## src/hdl/stq_pkg.sv

```systemverilog
// Shared types, constants and time-compare functions of the sorted timer queue.
package stq_pkg;

   localparam int NUM_TIMERS = 16;
   localparam int TIME_BITS  = 32;
   localparam int ID_BITS    = 4;
   localparam int DELAY_BITS = 31;
   localparam int OP_BITS    = 2;

   localparam logic [OP_BITS-1:0] OP_START   = 2'd0;
   localparam logic [OP_BITS-1:0] OP_STOP    = 2'd1;
   localparam logic [OP_BITS-1:0] OP_PROCESS = 2'd2;

   localparam logic [1:0] CELL_HOLD   = 2'd0;
   localparam logic [1:0] CELL_REMOVE = 2'd1;
   localparam logic [1:0] CELL_INSERT = 2'd2;

   typedef struct packed {
      logic                 valid;
      logic [ID_BITS-1:0]   id;
      logic [TIME_BITS-1:0] fire_time;
   } entry_type;

   typedef struct packed {
      logic [1:0]           op;
      logic [ID_BITS-1:0]   id;
      logic [TIME_BITS-1:0] fire_time;
      logic [TIME_BITS-1:0] now;
   } cell_cmd_type;

   function automatic logic t_less(input logic [TIME_BITS-1:0] a,
                                   input logic [TIME_BITS-1:0] b);
      logic [TIME_BITS-1:0] diff;
      diff = a - b;
      return diff[TIME_BITS-1];
   endfunction

   function automatic logic fires_before(input logic [TIME_BITS-1:0] a,
                                         input logic [TIME_BITS-1:0] b,
                                         input logic [TIME_BITS-1:0] now);
      logic a_past;
      logic b_past;
      a_past = t_less(a, now);
      b_past = t_less(b, now);
      if (a_past != b_past) begin
         return a_past;
      end
      return t_less(a, b);
   endfunction

endpackage

```

## src/hdl/stq_req_if.sv

```systemverilog
// Request channel carrying one timer operation word.
interface stq_req_if import stq_pkg::*; ();
   logic                  valid;
   logic                  ready;
   logic [OP_BITS-1:0]    opcode;
   logic [TIME_BITS-1:0]  now;
   logic [ID_BITS-1:0]    timer_id;
   logic [TIME_BITS-1:0]  start_time;
   logic [DELAY_BITS-1:0] delay;

   modport source (output valid, opcode, now, timer_id, start_time, delay, input ready);
   modport sink   (input valid, opcode, now, timer_id, start_time, delay, output ready);
endinterface

```

## src/hdl/stq_rsp_if.sv

```systemverilog
// Response channel carrying one alarm and firing result word.
interface stq_rsp_if import stq_pkg::*; ();
   logic                 valid;
   logic                 ready;
   logic                 alarm_update;
   logic                 alarm_armed;
   logic [TIME_BITS-1:0] alarm_remaining;
   logic                 fired_valid;
   logic [ID_BITS-1:0]   fired_id;

   modport source (output valid, alarm_update, alarm_armed, alarm_remaining, fired_valid,
                   fired_id, input ready);
   modport sink   (input valid, alarm_update, alarm_armed, alarm_remaining, fired_valid,
                   fired_id, output ready);
endinterface

```

## src/hdl/stq_cell.sv

```systemverilog
// One list cell holding a queued timer, shifting entries to and from its neighbors.
module stq_cell import stq_pkg::*; (
   input  logic         clock,
   input  logic         reset,
   input  cell_cmd_type cmd,
   input  entry_type    prev_entry,
   input  entry_type    next_entry,
   input  logic         chain_in,
   output logic         chain_out,
   output logic         hit,
   output entry_type    entry
);

   entry_type entry_ff;
   entry_type entry_in;
   logic      match;
   logic      goes_ahead;

   always_comb begin
      match      = entry_ff.valid && (entry_ff.id == cmd.id);
      goes_ahead = !entry_ff.valid ||
                   fires_before(cmd.fire_time, entry_ff.fire_time, cmd.now);
      entry_in = entry_ff;
      hit      = 1'b0;
      chain_out = chain_in;
      case (cmd.op)
         CELL_REMOVE: begin
            hit       = match;
            chain_out = chain_in || match;
            if (chain_in || match) begin
               entry_in = next_entry;
            end
         end
         CELL_INSERT: begin
            hit       = goes_ahead && !chain_in;
            chain_out = chain_in || goes_ahead;
            if (chain_in) begin
               entry_in = prev_entry;
            end else if (goes_ahead) begin
               entry_in.valid     = 1'b1;
               entry_in.id        = cmd.id;
               entry_in.fire_time = cmd.fire_time;
            end
         end
         default: begin
            entry_in = entry_ff;
         end
      endcase
   end

   always_ff @(posedge clock) begin
      if (reset) begin
         entry_ff.valid <= 1'b0;
      end else begin
         entry_ff <= entry_in;
      end
   end

   assign entry = entry_ff;

endmodule

```

## src/hdl/sorted_timer_queue_core.sv

```systemverilog
// Each accepted request word makes a remove pass, then an insert pass through the
// list cells; its result word is registered once the output register is free, and
// no new request word is accepted before that. A result waiting in the output
// register blocks only the loading, not the acceptance, of the next request.
// Reset clears the cell valid bits and the control state.
module sorted_timer_queue_core import stq_pkg::*; (
   input  logic      clock,
   input  logic      reset,
   stq_req_if.sink   req_if,
   stq_rsp_if.source rsp_if
);

   localparam logic [1:0] ST_IDLE   = 2'd0;
   localparam logic [1:0] ST_REMOVE = 2'd1;
   localparam logic [1:0] ST_INSERT = 2'd2;
   localparam logic [1:0] ST_RESP   = 2'd3;

   logic [1:0]           state_ff, state_in;
   logic [OP_BITS-1:0]   op_ff, op_in;
   logic [ID_BITS-1:0]   id_ff, id_in;
   logic [TIME_BITS-1:0] now_ff, now_in;
   logic [TIME_BITS-1:0] ft_ff, ft_in;
   logic                 update_ff, update_in;
   logic                 fired_ff, fired_in;
   logic [ID_BITS-1:0]   fid_ff, fid_in;

   logic                 rsp_valid_ff, rsp_valid_in;
   logic                 out_update_ff, out_update_in;
   logic                 out_armed_ff, out_armed_in;
   logic [TIME_BITS-1:0] out_remaining_ff, out_remaining_in;
   logic                 out_fired_ff, out_fired_in;
   logic [ID_BITS-1:0]   out_fid_ff, out_fid_in;

   cell_cmd_type         cmd;
   entry_type            ents [NUM_TIMERS];
   logic                 chain [NUM_TIMERS+1];
   logic                 hits [NUM_TIMERS];
   logic [NUM_TIMERS-1:0] valid_vec;
   logic                 head_due;
   logic                 accept;
   logic                 load_out;

   assign chain[0] = 1'b0;

   for (genvar i = 0; i < NUM_TIMERS; i++) begin : g_cell
      entry_type prev_e;
      entry_type next_e;
      if (i == 0) begin : g_first
         assign prev_e = '0;
      end else begin : g_mid
         assign prev_e = ents[i-1];
      end
      if (i == NUM_TIMERS - 1) begin : g_last
         assign next_e = '0;
      end else begin : g_inner
         assign next_e = ents[i+1];
      end
      stq_cell u_cell (
         .clock      (clock),
         .reset      (reset),
         .cmd        (cmd),
         .prev_entry (prev_e),
         .next_entry (next_e),
         .chain_in   (chain[i]),
         .chain_out  (chain[i+1]),
         .hit        (hits[i]),
         .entry      (ents[i])
      );
      assign valid_vec[i] = ents[i].valid;
   end

   assign accept   = req_if.valid && req_if.ready;
   assign head_due = ents[0].valid && !t_less(now_ff, ents[0].fire_time);
   assign load_out = (state_ff == ST_RESP) && (!rsp_valid_ff || rsp_if.ready);
   assign req_if.ready = (state_ff == ST_IDLE);

   always_comb begin
      state_in  = state_ff;
      op_in     = op_ff;
      id_in     = id_ff;
      now_in    = now_ff;
      ft_in     = ft_ff;
      update_in = update_ff;
      fired_in  = fired_ff;
      fid_in    = fid_ff;
      cmd.op        = CELL_HOLD;
      cmd.id        = id_ff;
      cmd.fire_time = ft_ff;
      cmd.now       = now_ff;
      case (state_ff)
         ST_IDLE: begin
            if (accept) begin
               op_in     = req_if.opcode;
               id_in     = req_if.timer_id;
               now_in    = req_if.now;
               ft_in     = req_if.start_time + {1'b0, req_if.delay};
               update_in = 1'b0;
               fired_in  = 1'b0;
               fid_in    = '0;
               state_in  = ST_REMOVE;
            end
         end
         ST_REMOVE: begin
            if (op_ff == OP_START || op_ff == OP_STOP) begin
               cmd.op    = CELL_REMOVE;
               update_in = hits[0];
            end else if (op_ff == OP_PROCESS) begin
               update_in = 1'b1;
               if (head_due) begin
                  cmd.op   = CELL_REMOVE;
                  cmd.id   = ents[0].id;
                  fired_in = 1'b1;
                  fid_in   = ents[0].id;
               end
            end
            state_in = ST_INSERT;
         end
         ST_INSERT: begin
            if (op_ff == OP_START && !ents[NUM_TIMERS-1].valid) begin
               cmd.op    = CELL_INSERT;
               update_in = update_ff || hits[0];
            end
            state_in = ST_RESP;
         end
         ST_RESP: begin
            if (load_out) begin
               state_in = ST_IDLE;
            end
         end
         default: begin
            state_in = ST_IDLE;
         end
      endcase
   end

   always_comb begin
      rsp_valid_in     = rsp_valid_ff;
      out_update_in    = out_update_ff;
      out_armed_in     = out_armed_ff;
      out_remaining_in = out_remaining_ff;
      out_fired_in     = out_fired_ff;
      out_fid_in       = out_fid_ff;
      if (rsp_valid_ff && rsp_if.ready) begin
         rsp_valid_in = 1'b0;
      end
      if (load_out) begin
         rsp_valid_in     = 1'b1;
         out_update_in    = update_ff;
         out_armed_in     = update_ff && ents[0].valid;
         out_remaining_in = '0;
         if (update_ff && ents[0].valid && t_less(now_ff, ents[0].fire_time)) begin
            out_remaining_in = ents[0].fire_time - now_ff;
         end
         out_fired_in     = fired_ff;
         out_fid_in       = fired_ff ? fid_ff : '0;
      end
   end

   always_ff @(posedge clock) begin
      if (reset) begin
         state_ff     <= ST_IDLE;
         rsp_valid_ff <= 1'b0;
      end else begin
         state_ff     <= state_in;
         rsp_valid_ff <= rsp_valid_in;
      end
   end

   always_ff @(posedge clock) begin
      op_ff            <= op_in;
      id_ff            <= id_in;
      now_ff           <= now_in;
      ft_ff            <= ft_in;
      update_ff        <= update_in;
      fired_ff         <= fired_in;
      fid_ff           <= fid_in;
      out_update_ff    <= out_update_in;
      out_armed_ff     <= out_armed_in;
      out_remaining_ff <= out_remaining_in;
      out_fired_ff     <= out_fired_in;
      out_fid_ff       <= out_fid_in;
   end

   assign rsp_if.valid           = rsp_valid_ff;
   assign rsp_if.alarm_update    = out_update_ff;
   assign rsp_if.alarm_armed     = out_armed_ff;
   assign rsp_if.alarm_remaining = out_remaining_ff;
   assign rsp_if.fired_valid     = out_fired_ff;
   assign rsp_if.fired_id        = out_fid_ff;

`ifndef SYNTHESIS
   a_list_packed: assert property (@(posedge clock) disable iff (reset)
      $onehot({1'b0, valid_vec} + (NUM_TIMERS+1)'(1)))
      else $error("Queued timers do not form a packed list from the head.");

   a_fire_updates: assert property (@(posedge clock) disable iff (reset)
      rsp_valid_ff && out_fired_ff |-> out_update_ff)
      else $error("A fired timer was reported without a matching alarm update.");

   a_accept_starts: assert property (@(posedge clock) disable iff (reset)
      accept |=> state_ff == ST_REMOVE)
      else $error("An accepted word did not start the remove pass.");

   a_resp_loaded: assert property (@(posedge clock) disable iff (reset)
      load_out |=> rsp_valid_ff && state_ff == ST_IDLE)
      else $error("A finished operation did not reach the output register.");
`endif

endmodule

```

## src/flat_wrapper.sv

```systemverilog
// flat-port wrapper written by rule: the top's interface ports become plain ports
module sorted_timer_queue_core_flat import stq_pkg::*;
  (clock, reset, req_if_valid, req_if_opcode, req_if_now, req_if_timer_id, req_if_start_time, req_if_delay, req_if_ready, rsp_if_valid, rsp_if_alarm_update, rsp_if_alarm_armed, rsp_if_alarm_remaining, rsp_if_fired_valid, rsp_if_fired_id, rsp_if_ready);
  stq_req_if req_if_i ();
  stq_rsp_if rsp_if_i ();
  input  logic clock;
  input  logic reset;
  input wire logic [$bits(req_if_i.valid)-1:0] req_if_valid;
  input wire logic [$bits(req_if_i.opcode)-1:0] req_if_opcode;
  input wire logic [$bits(req_if_i.now)-1:0] req_if_now;
  input wire logic [$bits(req_if_i.timer_id)-1:0] req_if_timer_id;
  input wire logic [$bits(req_if_i.start_time)-1:0] req_if_start_time;
  input wire logic [$bits(req_if_i.delay)-1:0] req_if_delay;
  output wire logic [$bits(req_if_i.ready)-1:0] req_if_ready;
  output wire logic [$bits(rsp_if_i.valid)-1:0] rsp_if_valid;
  output wire logic [$bits(rsp_if_i.alarm_update)-1:0] rsp_if_alarm_update;
  output wire logic [$bits(rsp_if_i.alarm_armed)-1:0] rsp_if_alarm_armed;
  output wire logic [$bits(rsp_if_i.alarm_remaining)-1:0] rsp_if_alarm_remaining;
  output wire logic [$bits(rsp_if_i.fired_valid)-1:0] rsp_if_fired_valid;
  output wire logic [$bits(rsp_if_i.fired_id)-1:0] rsp_if_fired_id;
  input wire logic [$bits(rsp_if_i.ready)-1:0] rsp_if_ready;
  assign req_if_i.valid = req_if_valid;
  assign req_if_i.opcode = req_if_opcode;
  assign req_if_i.now = req_if_now;
  assign req_if_i.timer_id = req_if_timer_id;
  assign req_if_i.start_time = req_if_start_time;
  assign req_if_i.delay = req_if_delay;
  assign req_if_ready = req_if_i.ready;
  assign rsp_if_valid = rsp_if_i.valid;
  assign rsp_if_alarm_update = rsp_if_i.alarm_update;
  assign rsp_if_alarm_armed = rsp_if_i.alarm_armed;
  assign rsp_if_alarm_remaining = rsp_if_i.alarm_remaining;
  assign rsp_if_fired_valid = rsp_if_i.fired_valid;
  assign rsp_if_fired_id = rsp_if_i.fired_id;
  assign rsp_if_i.ready = rsp_if_ready;
  sorted_timer_queue_core u_core (.clock(clock), .reset(reset), .req_if(req_if_i), .rsp_if(rsp_if_i));
endmodule
```

## config.mk

```make
export PLATFORM = sky130hd
export DESIGN_NAME = sorted_timer_queue_core_flat
export DESIGN_NICKNAME = d
export VERILOG_FILES = /design/src/hdl/stq_pkg.sv /design/src/hdl/stq_req_if.sv /design/src/hdl/stq_rsp_if.sv /design/src/hdl/stq_cell.sv /design/src/hdl/sorted_timer_queue_core.sv /design/src/flat_wrapper.sv
export SDC_FILE = /design/constraint.sdc
export NUM_CORES = 2
export LEC_CHECK = 0
export ABC_CLOCK_PERIOD_IN_PS = 9700
export BUFFER_PORTS_ARGS = -buffer_cell sky130_fd_sc_hd__buf_2
export CORE_ASPECT_RATIO = 0.7
export CORE_MARGIN = 4
export CORE_UTILIZATION = 50
export CTS_BUF_LIST = sky130_fd_sc_hd__clkbuf_8
export CTS_CLUSTER_DIAMETER = 200
export DETAILED_ROUTE_END_ITERATION = 6
export PLACE_DENSITY_LB_ADDON = 0.15
export REMOVE_ABC_BUFFERS = 1
export SETUP_SLACK_MARGIN = 0.3
export SLEW_MARGIN = 20
export SYNTH_ARGS = -nofsm -noshare
export SYNTH_HDL_FRONTEND = slang
export SYNTH_SLANG_ARGS = --single-unit
```

## constraint.sdc

```tcl
create_clock -name clock -period 9.7 [get_ports clock]
set_input_delay 1.94 -clock clock [delete_from_list [all_inputs] [get_ports clock]]
set_output_delay 1.94 -clock clock [all_outputs]
set_load 0.01 [all_outputs]
```

==> metrics <==
CTS tree built; setup slack of the most critical reg-to-reg path 1.53 ns; mean number of vias per cell 6.012; yosys warns 0; reported max-cap violation count 0; final hold slack 0.4994 ns; Area growth, synth to finish 8.607%; Hold-fix buffers, CTS 0; largest net degree at the start of global routing 226; slew margin rel. 27.34%; count of flip-flops with a built-in enable after synthesis 691; cell type contributing the most total cell area after synthesis sky130_fd_sc_hd__edfxtp_1; total congestion overflow after global routing 0; Worst Hold Launch u_core.update_ff; arrival time of data at the critical path endpoint 8.61 ns; Worst-Margin Slew 1.088 ns; post-place setup slack 1.602 ns; Syn Inst Count 6,704; Worst R2R Path Depth 26; x dimension of the die 428.5 um; Final Cycle Share 84.18%; fin util 54.98%; DRC marker count from the first detailed-route iteration 5,017; Setup violations, final 0; final HPWL from detailed placement 148.1 mm; antenna violations before repair 9; number of nets with antenna violations after routing 0; detailed-route via count 51,490; Die Area 129,500 um2; RSZ-0062 raised after global routing false; Seq/Total Area, Yosys 34.15%; cell family with most CP delay simple AND/OR/NAND/NOR gates; PortBufs 145; count of cells resized by post-cts repair 0; Core Rows 107; count of final hold-check violations 0; via count of the first global-routing pass 49,450; prevailing post-synth register cell sky130_fd_sc_hd__edfxtp_1; most frequent cell after synthesis sky130_fd_sc_hd__ha_1; CTS buffer count 131; PwrDens 189.3 nW/um2; CP bufs+invs 5; Reg2Reg Launch Point u_core.g_cell[0].u_cell.entry[26]; worst path required time 10.14 ns; filler instances 11,160; maximum fanout along the worst path 45; clock insertion delay at the later pin of the skew report 0.87 ns; WHS Path Cells 0; Final Skew 0.05010 ns; io pins 146; type of the tightest min-delay check reg -> reg; gr usage total 28.82%; worst r2r dst u_core.g_cell[13].u_cell.entry[11]; status complete, no violations; slowest stage cell, crit path sky130_fd_sc_hd__nor2b_4; Hold EP u_core.rsp_if.alarm_update; register clock-pin slew on the reported worst setup and hold paths 0.07 ns; biggest area contributors in the synthesized netlist sky130_fd_sc_hd__edfxtp_1 34%, sky130_fd_sc_hd__ha_1 21%, sky130_fd_sc_hd__a21oi_1 6.9%; initial core utilization 50.62%; floorplan die height 302.3 um; share of flip-flops with an asynchronous set or reset after synthesis 0%; Sinks on Clock Net 710; slowest cell delay on critical path 0.92 ns; area share of the leading cell type in the synthesized netlist 33.54%; buffer levels on the longest clock path 3; ranking of synthesized cells by instance count 1,059 x sky130_fd_sc_hd__ha_1, 856 x sky130_fd_sc_hd__a21oi_1, 790 x sky130_fd_sc_hd__nor2_1; number of optimization iterations in the first detailed-route pass 6; wire length of the first global-routing pass 292.0 mm; synth unique cells 100; kind of launch point of the worst setup path register; Core Footprint 122,200 um2; Post-layout nets 8,000; Avg Cell Area, Syn 9.229 um2; Worst Setup Path Type reg -> reg; Clk Tree Root Cell sky130_fd_sc_hd__clkbuf_8; total standard cell area after synthesis 61,870 um2; global placer's final weighted congestion 0.9615; Setup TNS 0 ns; H-tree levels 4; category of the worst setup path capture point register; setup repair bufs after CTS 0; Total Wirelength 191.6 mm; final worst-path setup slack 1.535 ns; count of final max-slew check failures 0; most frequent CP cell sky130_fd_sc_hd__buf_4; post-detailed-route DRC marker count 0; Fmax achieved 122.5 MHz; wire length per cell after detailed routing 22.37 um; flip-flop and latch count after synthesis 710; share of final-layout standard cells stronger than drive strength 1 7.986%; time the worst path needs with I/O delays and setup 8.165 ns; VDD IR max 0.1362 mV; leakage power total 0.03040 uW
metrics by stage:
step / power, uW / std cells / area, um2
finish: 12720 / 8564 / 67200
global route: 13570 / 8561 / 67190
CTS: 12650 / 8555 / 67090
detailed placement: 9829 / 8331 / 64720
global placement: 9627 / 8331 / 64720
floorplan: 7988 / 6412 / 60650
how the worst max path moves through the flow:
stage | from | end | cells past startpoint
floorplan | u_core.g_cell[0].u_cell.entry[26] | u_core.g_cell[12].u_cell.entry[0] | 18
global placement | u_core.g_cell[0].u_cell.entry[26] | u_core.g_cell[11].u_cell.entry[1] | 27
detailed placement | u_core.g_cell[0].u_cell.entry[26] | u_core.g_cell[11].u_cell.entry[1] | 27
CTS | u_core.g_cell[0].u_cell.entry[26] | u_core.g_cell[11].u_cell.entry[21] | 27
global route | u_core.g_cell[0].u_cell.entry[26] | u_core.g_cell[11].u_cell.entry[21] | 27
finish | u_core.g_cell[0].u_cell.entry[26] | u_core.g_cell[13].u_cell.entry[11] | 26
kinds of logic after synthesis:
logic type               synth area share, %
multiplexers                           6.202
AO/OA/AOI/OAI                          18.19
flip-flops                             34.15
buffers and inverters                  5.460
XOR/XNOR                               2.307
AND/OR/NAND/NOR                        12.12
adder cells (fa/ha/maj)                21.58
layout make-up:
cell class / instances / area [um2] / area share, %
Sequential cell: 710 / 21130 / 31.44
Clock buffer: 135 / 1858 / 2.765
Timing Repair Buffer: 289 / 1882 / 2.800
Tap cell: 1635 / 2046 / 3.044
Inverter: 573 / 2152 / 3.203
Multi-Input combinational cell: 5129 / 37620 / 55.98
Antenna cell: 4 / 10.01 / 0.01490
Clock inverter: 89 / 503.0 / 0.7485
flip-flops by register name, indices dropped and copies added, names as in the netlist, 4 cells and up:
name                           count
u_core.now_ff                     32
u_core.rsp_if.alarm_remaining     32
u_core.id_ff                       4
u_core.rsp_if.fired_id             4
u_core.ft_ff                      32
u_core.fid_ff                      4
u_core.g_cell.u_cell.entry       592
where the power goes:
group          total, uW  internal (uW)  switching [uW]
sequential          4200           3850             348
combinational       5720           2130            3580
clock               2810           1390            1420
total              12700           7370            5350
metal layers:
metal  global-route usage (%)  part of all wire, %  up-vias
met2                    41.27                   40     1907
met4                    9.027                  2.9        2
met3                    5.880                  8.7      276
met5                        0               0.0037        -
met1                    43.36                   49    24450
li1                         -                    -    24860
placed cells by master (no fill, tap or decap), drive strengths merged, types with 114 or more instances in the layout:
cell and n:
nand2 323, edfxtp 691, a21o 277, clkbuf 135
o21ai 331, a21oi 857, mux2i 357, ha 1059
buf 289, xnor2 114, nand4 127, inv 614
nor2 791
(Power assumes the default switching activity.)
